## src/rtl/ipid_pkg.sv

```systemverilog
package ipid_pkg;

  // Field widths
  localparam int unsigned SAMPLE_W   = 24;
  localparam int unsigned ERR_W      = 25;
  localparam int unsigned DIFF_W     = 27;
  localparam int unsigned GAIN_W     = 16;
  localparam int unsigned PROD_W     = DIFF_W + GAIN_W;
  localparam int unsigned DIVIDEND_W = 44;
  localparam int unsigned REM_W      = GAIN_W + 1;
  localparam int unsigned ACC_W      = 46;
  localparam int unsigned DRIVE_W    = 32;

  // Divider: four quotient bits per cycle
  localparam int unsigned DIV_BITS_PER_STEP = 4;
  localparam int unsigned DIV_STEPS         = DIVIDEND_W / DIV_BITS_PER_STEP;
  localparam int unsigned DIV_CNT_W         = $clog2(DIV_STEPS);

  // Configuration port
  localparam int unsigned CFG_IDX_W  = 3;
  localparam int unsigned CFG_DATA_W = 32;

  localparam logic [CFG_IDX_W-1:0] REG_P_MUL   = 3'd0;
  localparam logic [CFG_IDX_W-1:0] REG_P_DIV   = 3'd1;
  localparam logic [CFG_IDX_W-1:0] REG_I_MUL   = 3'd2;
  localparam logic [CFG_IDX_W-1:0] REG_I_DIV   = 3'd3;
  localparam logic [CFG_IDX_W-1:0] REG_D_MUL   = 3'd4;
  localparam logic [CFG_IDX_W-1:0] REG_D_DIV   = 3'd5;
  localparam logic [CFG_IDX_W-1:0] REG_FLOOR   = 3'd6;
  localparam logic [CFG_IDX_W-1:0] REG_CEILING = 3'd7;

  // Request kinds
  localparam logic REQ_UPDATE = 1'b0;
  localparam logic REQ_CLEAR  = 1'b1;

  // Divider control and status
  typedef struct packed {
    logic                  start;
    logic [DIVIDEND_W-1:0] dividend;
    logic [GAIN_W-1:0]     divisor;
  } div_req_t;

  typedef struct packed {
    logic                  done;
    logic [DIVIDEND_W-1:0] quotient;
  } div_rsp_t;

endpackage

```

## src/rtl/ipid_chan_if.sv

```systemverilog
interface ipid_req_if import ipid_pkg::*; ();
  logic                       valid;
  logic                       ready;
  logic                       req_type;
  logic signed [SAMPLE_W-1:0] target;
  logic signed [SAMPLE_W-1:0] measured;

  modport source (output valid, output req_type, output target, output measured,
                  input ready);
  modport sink   (input valid, input req_type, input target, input measured,
                  output ready);
endinterface

interface ipid_rsp_if import ipid_pkg::*; ();
  logic                      valid;
  logic                      ready;
  logic signed [DRIVE_W-1:0] drive_delta;
  logic                      clamped;

  modport source (output valid, output drive_delta, output clamped, input ready);
  modport sink   (input valid, input drive_delta, input clamped, output ready);
endinterface

```

## src/rtl/ipid_div.sv

```systemverilog
module ipid_div import ipid_pkg::*; (
  input  logic     clk,
  input  logic     rst_n,
  input  div_req_t req,
  output div_rsp_t rsp
);

  logic                  busy_r;
  logic                  done_r;
  logic [DIV_CNT_W-1:0]  count_r;
  logic [REM_W-1:0]      rem_r;
  logic [REM_W-1:0]      rem_nxt;
  logic [DIVIDEND_W-1:0] quo_r;
  logic [DIVIDEND_W-1:0] quo_nxt;
  logic [GAIN_W-1:0]     divisor_r;

  // Restoring division, several quotient bits per cycle
  always_comb begin
    rem_nxt = rem_r;
    quo_nxt = quo_r;
    for (int i = 0; i < DIV_BITS_PER_STEP; i++) begin
      rem_nxt = {rem_nxt[REM_W-2:0], quo_nxt[DIVIDEND_W-1]};
      quo_nxt = {quo_nxt[DIVIDEND_W-2:0], 1'b0};
      if (rem_nxt >= {1'b0, divisor_r}) begin
        rem_nxt    = rem_nxt - {1'b0, divisor_r};
        quo_nxt[0] = 1'b1;
      end
    end
  end

  // Control: count steps, pulse done after the last one
  always_ff @(posedge clk) begin
    if (!rst_n) begin
      busy_r  <= 1'b0;
      done_r  <= 1'b0;
      count_r <= '0;
    end else begin
      done_r <= 1'b0;
      if (req.start) begin
        busy_r  <= 1'b1;
        count_r <= '0;
      end else if (busy_r) begin
        count_r <= count_r + 1'b1;
        if (count_r == DIV_CNT_W'(DIV_STEPS - 1)) begin
          busy_r <= 1'b0;
          done_r <= 1'b1;
        end
      end
    end
  end

  // Datapath: load operands, then shift
  always_ff @(posedge clk) begin
    if (req.start) begin
      rem_r     <= '0;
      quo_r     <= req.dividend;
      divisor_r <= req.divisor;
    end else if (busy_r) begin
      rem_r <= rem_nxt;
      quo_r <= quo_nxt;
    end
  end

  assign rsp.done     = done_r;
  assign rsp.quotient = quo_r;

endmodule

```

## src/rtl/incremental_pid_step.sv

```systemverilog
// Incremental PID step.
// in_req carries requests: req_type 0 is an update with target and measured,
// req_type 1 clears the error history and gives no response. out_rsp carries
// one response per update: the drive change and a clamped flag. Both channels
// move a request on a clock edge where valid and ready are high.
// Gains and output limits are written through cfg_we/cfg_index/cfg_wdata;
// the user must do so only while no update is in flight; the block has no check.
// An update holds in_req.ready low from acceptance until its response is
// registered: for each of the three gain terms ST_MUL multiplies, ST_START
// loads the shared divider and ST_DIV waits for it (eleven steps of four
// quotient bits over a 44-bit dividend) and adds the quotient; then ST_DONE
// clamps and registers the response. The response shows on out_rsp once
// registered, and a new update is taken only after the last one is through.
// A clear is taken in ST_IDLE and in_req stays ready.
// The response sits in an output register, so a stalled receiver holds it
// while the next update is accepted and computed; the block then waits with
// the new result until the old one is taken.
// Synchronous reset (rst_n low) zeroes the history, empties the output
// register and sets gains to 0/1 and limits to the full 32-bit range.
module incremental_pid_step import ipid_pkg::*; (
  input  logic                  clk,
  input  logic                  rst_n,
  input  logic                  cfg_we,
  input  logic [CFG_IDX_W-1:0]  cfg_index,
  input  logic [CFG_DATA_W-1:0] cfg_wdata,
  ipid_req_if.sink              in_req,
  ipid_rsp_if.source            out_rsp
);

  typedef enum logic [4:0] {
    ST_IDLE  = 5'b00001,
    ST_MUL   = 5'b00010,
    ST_START = 5'b00100,
    ST_DIV   = 5'b01000,
    ST_DONE  = 5'b10000
  } state_t;

  state_t                    state_r;
  logic [1:0]                term_r;
  logic [GAIN_W-1:0]         p_mul_r, p_div_r, i_mul_r, i_div_r, d_mul_r, d_div_r;
  logic signed [DRIVE_W-1:0] floor_r, ceiling_r;
  logic signed [ERR_W-1:0]   e1_r, e2_r;
  logic signed [DIFF_W-1:0]  e_r, dp_r, d2_r;
  logic signed [ACC_W-1:0]   acc_r;
  logic [PROD_W-1:0]         prod_r;
  logic                      neg_r;
  logic                      out_valid_r;
  logic signed [DRIVE_W-1:0] drive_r;
  logic                      clamped_r;

  logic                      in_fire;
  logic                      out_free;
  logic signed [ERR_W-1:0]   err;
  logic signed [DIFF_W-1:0]  err_x;
  logic signed [DIFF_W-1:0]  num;
  logic [DIFF_W-1:0]         mag;
  logic [GAIN_W-1:0]         gain_mul;
  logic [GAIN_W-1:0]         gain_div;
  logic [GAIN_W-1:0]         div_eff;
  logic signed [ACC_W-1:0]   quo_ext;
  logic signed [ACC_W-1:0]   lo_ext, hi_ext, t_lo, t_hi;
  div_req_t                  div_req;
  div_rsp_t                  div_rsp;

  assign in_req.ready = (state_r == ST_IDLE);
  assign in_fire      = in_req.valid && in_req.ready;
  assign out_free     = !out_valid_r || out_rsp.ready;

  // Error and differences against the history
  assign err   = ERR_W'(in_req.target) - ERR_W'(in_req.measured);
  assign err_x = DIFF_W'(err);

  // Select the operands of the current term
  always_comb begin
    case (term_r)
      2'd0:    begin num = dp_r; gain_mul = p_mul_r; gain_div = p_div_r; end
      2'd1:    begin num = e_r;  gain_mul = i_mul_r; gain_div = i_div_r; end
      default: begin num = d2_r; gain_mul = d_mul_r; gain_div = d_div_r; end
    endcase
  end

  assign mag     = num[DIFF_W-1] ? DIFF_W'(-num) : DIFF_W'(num);
  assign div_eff = (gain_div == '0) ? GAIN_W'(1) : gain_div;

  // Divider request: product plus half the divisor
  assign div_req.start    = (state_r == ST_START);
  assign div_req.dividend = DIVIDEND_W'(prod_r) + DIVIDEND_W'(div_eff >> 1);
  assign div_req.divisor  = div_eff;

  ipid_div u_div (
    .clk   (clk),
    .rst_n (rst_n),
    .req   (div_req),
    .rsp   (div_rsp)
  );

  assign quo_ext = neg_r ? -$signed(ACC_W'(div_rsp.quotient))
                         : $signed(ACC_W'(div_rsp.quotient));

  // Clamp: raise to floor, then lower to ceiling
  assign lo_ext = ACC_W'(floor_r);
  assign hi_ext = ACC_W'(ceiling_r);
  assign t_lo   = (acc_r < lo_ext) ? lo_ext : acc_r;
  assign t_hi   = (t_lo > hi_ext) ? hi_ext : t_lo;

  // Configuration registers
  always_ff @(posedge clk) begin
    if (!rst_n) begin
      p_mul_r   <= '0;
      p_div_r   <= GAIN_W'(1);
      i_mul_r   <= '0;
      i_div_r   <= GAIN_W'(1);
      d_mul_r   <= '0;
      d_div_r   <= GAIN_W'(1);
      floor_r   <= {1'b1, {(DRIVE_W-1){1'b0}}};
      ceiling_r <= {1'b0, {(DRIVE_W-1){1'b1}}};
    end else if (cfg_we) begin
      unique case (cfg_index)
        REG_P_MUL:   p_mul_r   <= cfg_wdata[GAIN_W-1:0];
        REG_P_DIV:   p_div_r   <= cfg_wdata[GAIN_W-1:0];
        REG_I_MUL:   i_mul_r   <= cfg_wdata[GAIN_W-1:0];
        REG_I_DIV:   i_div_r   <= cfg_wdata[GAIN_W-1:0];
        REG_D_MUL:   d_mul_r   <= cfg_wdata[GAIN_W-1:0];
        REG_D_DIV:   d_div_r   <= cfg_wdata[GAIN_W-1:0];
        REG_FLOOR:   floor_r   <= $signed(cfg_wdata[DRIVE_W-1:0]);
        REG_CEILING: ceiling_r <= $signed(cfg_wdata[DRIVE_W-1:0]);
        default:     ;
      endcase
    end
  end

  // Sequencer and error history
  always_ff @(posedge clk) begin
    if (!rst_n) begin
      state_r     <= ST_IDLE;
      term_r      <= '0;
      e1_r        <= '0;
      e2_r        <= '0;
      out_valid_r <= 1'b0;
    end else begin
      // Raise the response flag when a result lands, drop it once taken
      if (state_r == ST_DONE && out_free) begin
        out_valid_r <= 1'b1;
      end else if (out_rsp.ready) begin
        out_valid_r <= 1'b0;
      end
      unique case (state_r)
        ST_IDLE: begin
          if (in_fire) begin
            if (in_req.req_type == REQ_CLEAR) begin
              e1_r <= '0;
              e2_r <= '0;
            end else begin
              e1_r    <= err;
              e2_r    <= e1_r;
              term_r  <= '0;
              state_r <= ST_MUL;
            end
          end
        end
        ST_MUL:   state_r <= ST_START;
        ST_START: state_r <= ST_DIV;
        ST_DIV: begin
          if (div_rsp.done) begin
            if (term_r == 2'd2) begin
              state_r <= ST_DONE;
            end else begin
              term_r  <= term_r + 2'd1;
              state_r <= ST_MUL;
            end
          end
        end
        ST_DONE: begin
          if (out_free) begin
            state_r <= ST_IDLE;
          end
        end
        default: state_r <= ST_IDLE;
      endcase
    end
  end

  // Datapath registers
  always_ff @(posedge clk) begin
    if (state_r == ST_IDLE && in_fire) begin
      e_r   <= err_x;
      dp_r  <= err_x - DIFF_W'(e1_r);
      d2_r  <= err_x - (DIFF_W'(e1_r) <<< 1) + DIFF_W'(e2_r);
      acc_r <= '0;
    end
    if (state_r == ST_MUL) begin
      prod_r <= PROD_W'(mag) * PROD_W'(gain_mul);
      neg_r  <= num[DIFF_W-1];
    end
    if (state_r == ST_DIV && div_rsp.done) begin
      acc_r <= acc_r + quo_ext;
    end
    if (state_r == ST_DONE && out_free) begin
      drive_r   <= t_hi[DRIVE_W-1:0];
      clamped_r <= (t_hi != acc_r);
    end
  end

  assign out_rsp.valid       = out_valid_r;
  assign out_rsp.drive_delta = drive_r;
  assign out_rsp.clamped     = clamped_r;

`ifndef ASSERT_OFF
  a_clear_zeroes: assert property (@(posedge clk) disable iff (!rst_n)
    in_fire && in_req.req_type == REQ_CLEAR |=> e1_r == '0 && e2_r == '0)
    else $error("history not cleared");

  a_history_shift: assert property (@(posedge clk) disable iff (!rst_n)
    in_fire && in_req.req_type == REQ_UPDATE |=> e2_r == $past(e1_r))
    else $error("history did not shift in order");

  a_done_in_div: assert property (@(posedge clk) disable iff (!rst_n)
    div_rsp.done |-> state_r == ST_DIV)
    else $error("divider finished outside the divide state");

  a_term_range: assert property (@(posedge clk) disable iff (!rst_n)
    state_r != ST_IDLE |-> term_r != 2'd3)
    else $error("term index out of range");

  a_no_overwrite: assert property (@(posedge clk) disable iff (!rst_n)
    out_valid_r && !out_rsp.ready |=> $stable(drive_r) && $stable(clamped_r))
    else $error("pending response overwritten");
`endif

endmodule
```

## src/flat_wrapper.sv

```systemverilog
// flat-port wrapper written by rule: the top's interface ports become plain ports
module incremental_pid_step_flat import ipid_pkg::*;
  (clk, rst_n, cfg_we, cfg_index, cfg_wdata, in_req_valid, in_req_req_type, in_req_target, in_req_measured, in_req_ready, out_rsp_valid, out_rsp_drive_delta, out_rsp_clamped, out_rsp_ready);
  ipid_req_if in_req_i ();
  ipid_rsp_if out_rsp_i ();
  input  logic clk;
  input  logic rst_n;
  input  logic cfg_we;
  input  logic [CFG_IDX_W-1:0] cfg_index;
  input  logic [CFG_DATA_W-1:0] cfg_wdata;
  input wire logic [$bits(in_req_i.valid)-1:0] in_req_valid;
  input wire logic [$bits(in_req_i.req_type)-1:0] in_req_req_type;
  input wire logic [$bits(in_req_i.target)-1:0] in_req_target;
  input wire logic [$bits(in_req_i.measured)-1:0] in_req_measured;
  output wire logic [$bits(in_req_i.ready)-1:0] in_req_ready;
  output wire logic [$bits(out_rsp_i.valid)-1:0] out_rsp_valid;
  output wire logic [$bits(out_rsp_i.drive_delta)-1:0] out_rsp_drive_delta;
  output wire logic [$bits(out_rsp_i.clamped)-1:0] out_rsp_clamped;
  input wire logic [$bits(out_rsp_i.ready)-1:0] out_rsp_ready;
  assign in_req_i.valid = in_req_valid;
  assign in_req_i.req_type = in_req_req_type;
  assign in_req_i.target = in_req_target;
  assign in_req_i.measured = in_req_measured;
  assign in_req_ready = in_req_i.ready;
  assign out_rsp_valid = out_rsp_i.valid;
  assign out_rsp_drive_delta = out_rsp_i.drive_delta;
  assign out_rsp_clamped = out_rsp_i.clamped;
  assign out_rsp_i.ready = out_rsp_ready;
  incremental_pid_step u_core (.clk(clk), .rst_n(rst_n), .cfg_we(cfg_we), .cfg_index(cfg_index), .cfg_wdata(cfg_wdata), .in_req(in_req_i), .out_rsp(out_rsp_i));
endmodule
```

## config.mk

```make
export PLATFORM = sky130hd
export DESIGN_NAME = incremental_pid_step_flat
export DESIGN_NICKNAME = d
export VERILOG_FILES = /design/src/rtl/ipid_pkg.sv /design/src/rtl/ipid_chan_if.sv /design/src/rtl/ipid_div.sv /design/src/rtl/incremental_pid_step.sv /design/src/flat_wrapper.sv
export SDC_FILE = /design/constraint.sdc
export NUM_CORES = 2
export LEC_CHECK = 0
export BUFFER_PORTS_ARGS = -buffer_cell sky130_fd_sc_hd__clkbuf_2
export CORE_UTILIZATION = 30
export CTS_CLUSTER_SIZE = 20
export DETAILED_ROUTE_END_ITERATION = 10
export SLEW_MARGIN = 20
export SYNTH_ARGS = -nofsm -noshare
export SYNTH_HDL_FRONTEND = slang
export SYNTH_SLANG_ARGS = --single-unit
```

## constraint.sdc

```tcl
create_clock -name clk -period 12.82 [get_ports clk]
set_clock_uncertainty 0.15 [all_clocks]
set_input_delay 1.282 -clock clk [delete_from_list [all_inputs] [get_ports clk]]
set_output_delay 1.282 -clock clk [all_outputs]
set_load 0.01 [all_outputs]
```

## Word level (Yosys, flattened, before mapping)

Cells that the tools add are included.

| operators by class | value |
|---|---|
| add/sub/neg operators | 14 |
| mux-type cells | 39 |
| $mul | 1 |
| equal/unequal tests | 21 |
| bitwise gates (word level) | 2 |
| order comparisons | 6 |
| reduce and logical (&&, ||, !) cells | 26 |

Operators with widths:

| kind | number |
|---|---|
| $mux W46 | 5 |
| $mux W44 | 2 |
| $mux W16 | 5 |
| $ge A17 B16 Y1 | 4 |
| $pmux W16 S2 | 2 |
| $sub A16 B16 Y16 | 4 |
| $pmux W27 S2 | 1 |
| $mux W25 | 2 |
| $add A46 B46 Y46 | 1 |
| $gt A46 B32 Y1 | 1 |
| $lt A46 B32 Y1 | 1 |
| $ne A46 B46 Y1 | 1 |
| $neg A44 Y46 | 1 |
| $add A43 B15 Y44 | 1 |
| $mul A27 B16 Y43 | 1 |
| $add A27 B25 Y27 | 1 |
| $mux W27 | 1 |
| $neg A27 Y27 | 1 |
| $sub A25 B26 Y27 | 1 |
| $sub A25 B25 Y26 | 1 |
| $mux W5 | 5 |
| $pmux W5 S5 | 1 |
| $sub A24 B24 Y25 | 1 |
| $reduce_and A2 Y1 | 9 |
| 30 further kinds | 56 |

| storage, ports and cells | value |
|---|---|
| word-level logic and storage cells | 137 |
| bits in registers | 502 |

## Longest topological paths before layout

| depth | value |
|---|---|
| depth after elaboration | 10 |
| gate-level depth with buffers | 48 |

## Hierarchy

A second synthesis with hierarchy kept.

| second synthesis, totals | value |
|---|---|
| cell total of the unflattened synthesis | 5406 |
| area, all modules | 48027.3 um^2 |

By module, submodules not included:

| module | seq. area each (um^2) | times used | area an instance (um^2) | cells an instance |
|---|---|---|---|---|
| incremental_pid_step | 10400.0 | 1 | 41227.0 | 4721 |
| ipid_div | 2242.2 | 1 | 6800.3 | 685 |

## Worst setup path after synthesis

Ideal clock, no wire load.

| path | value |
|---|---|
| path type | register -> register |
| from | register u_core.u_div.divisor_r[1] |
| to | register u_core.u_div.rem_r[10] |
| arrival time | 10.598 ns |
| library setup time | 0.132 ns |
| cell stages (with the launch flop) | 47 |
| required time | 12.538 ns |
| period minus slack after synthesis | 10.880 ns |
| setup slack | 1.940 ns |
| path through | edfxtp_1 inv_1 ha_1 nor2b_1 o31a_1 o21ai_1 a31oi_1 o21a_1 buf_1 mux2_2 ha_1 o21a_1 o31a_1 or4_4 a221oi_4 a31oi_2 a41o_1 a2111oi_4 [... 11 more ...] o22ai_2 nand2_1 buf_2 mux2_2 ha_1 a21o_1 or3_1 o211a_1 o21ai_0 a21boi_0 nor4_1 or4_1 a31oi_1 a211oi_2 buf_4 buf_6 mux2i_1 a21oi_1 |

| between the ends | value |
|---|---|
| word-level cells in the longest chain between the ends | 8 |
| elaborated cells on any way between the ends | 12 |

Ends and longest elaborated chain:

| what | line | RTL |
|---|---|---|
| start, declared | ipid_div.sv:15 | `logic [GAIN_W-1:0] divisor_r;` |
| start signal, assigned | ipid_div.sv:57 | `divisor_r <= req.divisor;` |
| $sub A16 B16 Y16 / $ge A17 B16 Y1 (equally long branches) | ipid_div.sv:25, ipid_div.sv:24 |  |
| $mux W16 | ipid_div.sv:24 | `if (rem_nxt >= {1'b0, divisor_r}) begin` |
| $sub A16 B16 Y16 / $ge A17 B16 Y1 (equally long branches) | ipid_div.sv:25, ipid_div.sv:24 |  |
| $mux W16 | ipid_div.sv:24 |  |
| $sub A16 B16 Y16 / $ge A17 B16 Y1 (equally long branches) | ipid_div.sv:25, ipid_div.sv:24 |  |
| $mux W16 | ipid_div.sv:24 |  |
| $sub A16 B16 Y16 / $ge A17 B16 Y1 (equally long branches) | ipid_div.sv:25, ipid_div.sv:24 |  |
| $mux W16 (*) | ipid_div.sv:24 |  |
| end signal, assigned | ipid_div.sv:59 | `rem_r <= rem_nxt;` |
| end, declared | ipid_div.sv:11 | `logic [REM_W-1:0] rem_r;` |

Mark *: on every way between the ends. The rest lies on a longest branch, timed or not.
A chain may end at the register's enable or synchronous reset.

## Final worst setup path

Ends and elaborated chain as after synthesis.

==> impl_metrics.json <==
{
  "final_common_cell": "nand2_1",
  "track_usage": 0.1679,
  "postCtsSetupBuffers": 0,
  "dieArea_um2": 158600,
  "async_flop_share": 0,
  "max_clock_freq_ghz": 0.08302,
  "die_y_um": 398.2,
  "cp.arrival_ns": 12.41,
  "initial_core_util": 0.3018,
  "crit_end": "u_core.u_div.rem_r[10]",
  "coreArea_um2": 156000,
  "drt_first_pass_iters": 5,
  "remaining_drc_errors": 0,
  "period_minus_slack_ns": 12.04,
  "yosysWarnings": 0,
  "worstPathMaxFanout": 24,
  "syn2layout_area_growth_pct": 10.48,
  "clockBufferDepth": 3,
  "grt_pass1_vias": 37590,
  "synthDistinctLibCells": 81,
  "critPathRequiredTime_ns": 13.18,
  "seq_area_frac_synth": 0.2684,
  "syn_inst": 5355,
  "path_class": "flip-flop to flip-flop",
  "cts_tree": "done",
  "io_pins": 124,
  "dp.cells": 7401,
  "setup_tns_ns": 0,
  "post_drt_wl_per_cell_um": 17.94,
  "drt_first_iter_violations": 2448,
  "maxCapViolations": 0,
  "synth-edff-count": 261,
  "wl_mm": 134.7,
  "place_congestion": 0.9271,
  "synthFlopType": "edfxtp_1",
  "grt_max_degree": 101,
  "relSlewSlack": 0.2304,
  "grt_overflow": 0,
  "slew_viol_final": 0,
  "clk_latency_ns": 0.67,
  "instances_no_fill": 7507,
  "die_x_um": 398.2,
  "vias_per_cell": 5.067,
  "root_buffer": "clkbuf_16",
  "io_buffer_count": 123,
  "hold_buffers": 0,
  "synth_area_um2": 47090,
  "fillers": 16130,
  "seq_area_um2": 12640,
  "rr_endpoint": "u_core.u_div.rem_r[10]",
  "finalHoldViolCount": 0,
  "synth.area.top_cells": "edfxtp_1 (17%), fa_1 (16%), ha_1 (11%)",
  "cp_slowest_cell": "or4_1",
  "rsz0062_at_grt": "no",
  "hold_path_class": "flip-flop to flip-flop",
  "cts_sinks": 501,
  "layout_common_cells": "nand2_1 (858), inv_1 (560), ha_1 (410)",
  "syn-num-nets": 6237,
  "antenna_found_initial": 3,
  "power_density_nw_per_um2": 246.2,
  "hpwl_mm": 103.6,
  "rr_worst_depth": 45,
  "synth_top_area_cell": "edfxtp_1",
  "critical_path.startpoint": "u_core.u_div.divisor_r[1]",
  "grt_pass1_wl_mm": 211.7,
  "regToRegSetupSlack_ns": 0.78,
  "postSynthAreaPerCell_um2": 8.794,
  "synth_top_area_share": 0.1664,
  "final_net_count": 6282,
  "synth_seq_cells": 501,
  "vias": 38040,
  "postRouteAntennaNets": 0,
  "end_kind": "flip-flop",
  "cts_buffers": 55,
  "multiInputGateArea_um2": 31660,
  "fin_util": 0.3335,
  "rows": 145,
  "worstSetupStartpointType": "flip-flop",
  "fin_area_um2": 52030,
  "reg2reg_from": "u_core.u_div.divisor_r[1]",
  "place_area_um2": 50100,
  "setup_viol": 0,
  "tightest_slew_ns": 1.125,
  "leakagePower_uw": 0.02219,
  "status": "complete, no violations",
  "slowest_delay_ns": 0.55,
  "fin_crit_sh": 0.9395,
  "clk_pin_slew_ns": 0.06,
  "vdd_drop_max_mv": 0.4119,
  "cts-htree-levels": 2,
  "holdWs_ns": 0.3041,
  "drive_above_1_share": 0.07068
}
==> cells in the mapped netlist, types with 48 or more instances <==
cell,count
nand4_1,54
nand3_1,71
o21ai_0,224
nor3_1,100
nor2_1,339
o211ai_1,48
nand2_1,862
nand2b_1,51
a21oi_1,394
dfxtp_1,240
mux2_2,48
a21o_1,124
xor2_1,135
inv_1,561
clkbuf_1,174
xnor2_1,211
edfxtp_1,261
fa_1,381
ha_1,412
nor2b_1,90
==> layout make-up <==
type / instances / share of cell area
repair buffers: 192 / 0.02179
flip-flops and latches: 501 / 0.2430
clock inverters: 35 / 0.007263
well taps: 2058 / 0.04949
diodes: 2 / 0.00009619
clock buffers: 69 / 0.02886
inverters: 566 / 0.04095
multi-input cells: 4084 / 0.6086
==> layer usage <==
layer  track usage  wire [um]  vias to the layer above
met3       0.02037       7124                      203
met5             0          0                        -
met1        0.2237      60540                    18540
met2        0.2818      62750                      995
li1              -          -                    18290
met4       0.05248       4258                        0
==> through the flow <==
stage                     total power (uW)  setup slack (ns)
after global placement               11010            0.6420
after floorplan                       8855             1.940
after global routing                 13790           0.01257
final                                12810            0.7750
after CTS                            12770            0.4508
after detailed placement             11050            0.4848
==> how the worst min path moves through the flow <==
stage                       startpoint  slack (ns)            endpoint  cells past startpoint
finish               u_core.p_mul_r[6]        0.30   u_core.p_mul_r[6]                      2
global route        u_core.p_mul_r[12]        0.32  u_core.p_mul_r[12]                      2
CTS                  u_core.i_mul_r[2]        0.30   u_core.i_mul_r[2]                      2
detailed placement   u_core.i_div_r[2]        0.30   u_core.i_div_r[2]                      2
global placement     u_core.i_mul_r[5]        0.29   u_core.i_mul_r[5]                      2
floorplan           u_core.i_div_r[10]        0.29  u_core.i_div_r[10]                      2
==> registers in the layout, summed over array words and instances (netlist names), 25 cells and up <==
name / cells
u_core.prod_r: 43
u_core.ceiling_r: 32
u_core.d2_r: 27
u_core.e1_r: 25
u_core.u_div.quo_r: 44
u_core.e2_r: 25
u_core.out_rsp.drive_delta: 32
u_core.floor_r: 32
u_core.acc_r: 46
u_core.e_r: 25
u_core.dp_r: 26
==> where the power goes <==
| group | internal, uW | leakage, uW | switching, uW |
|---|---|---|---|
| Sequential | 2090 | 0.00438 | 196 |
| Combinational | 3690 | 0.0169 | 5170 |
| Clock | 940 | 0.000909 | 724 |
| Total | 6720 | 0.0222 | 6090 |
==> cell families (layout without fill, tap and decap cells) <==
family                     Yosys count  after routing  synth area share
AOI/OAI and AO/OA                 1133           1133            0.1526
adders and majority gates          793            793            0.2714
other                                0              2                 0
and+or+nand+nor                   1738           1738            0.1640
DFF                                501            501            0.2684
buffers and inverters              770            862           0.06212
xor gates and xnor gates           346            346           0.06435
muxes                               74             74           0.01703
==> repair_timing <==
action                     in CTS  in global routing
hold endpoints to repair        0                  0
setup endpoints to repair       0                 17
gates resized for setup         0                  4
==> worst max-delay path: cells and delay by family, from the launching register on <==
kind,cells,cell delay [ns]
compound gates,25,5.76
fa+ha+maj,4,1.35
buf+inv,5,1.11
flops,1,0.51
mux,3,0.77
simple gates,8,2.23
(Power assumes the default switching activity.)
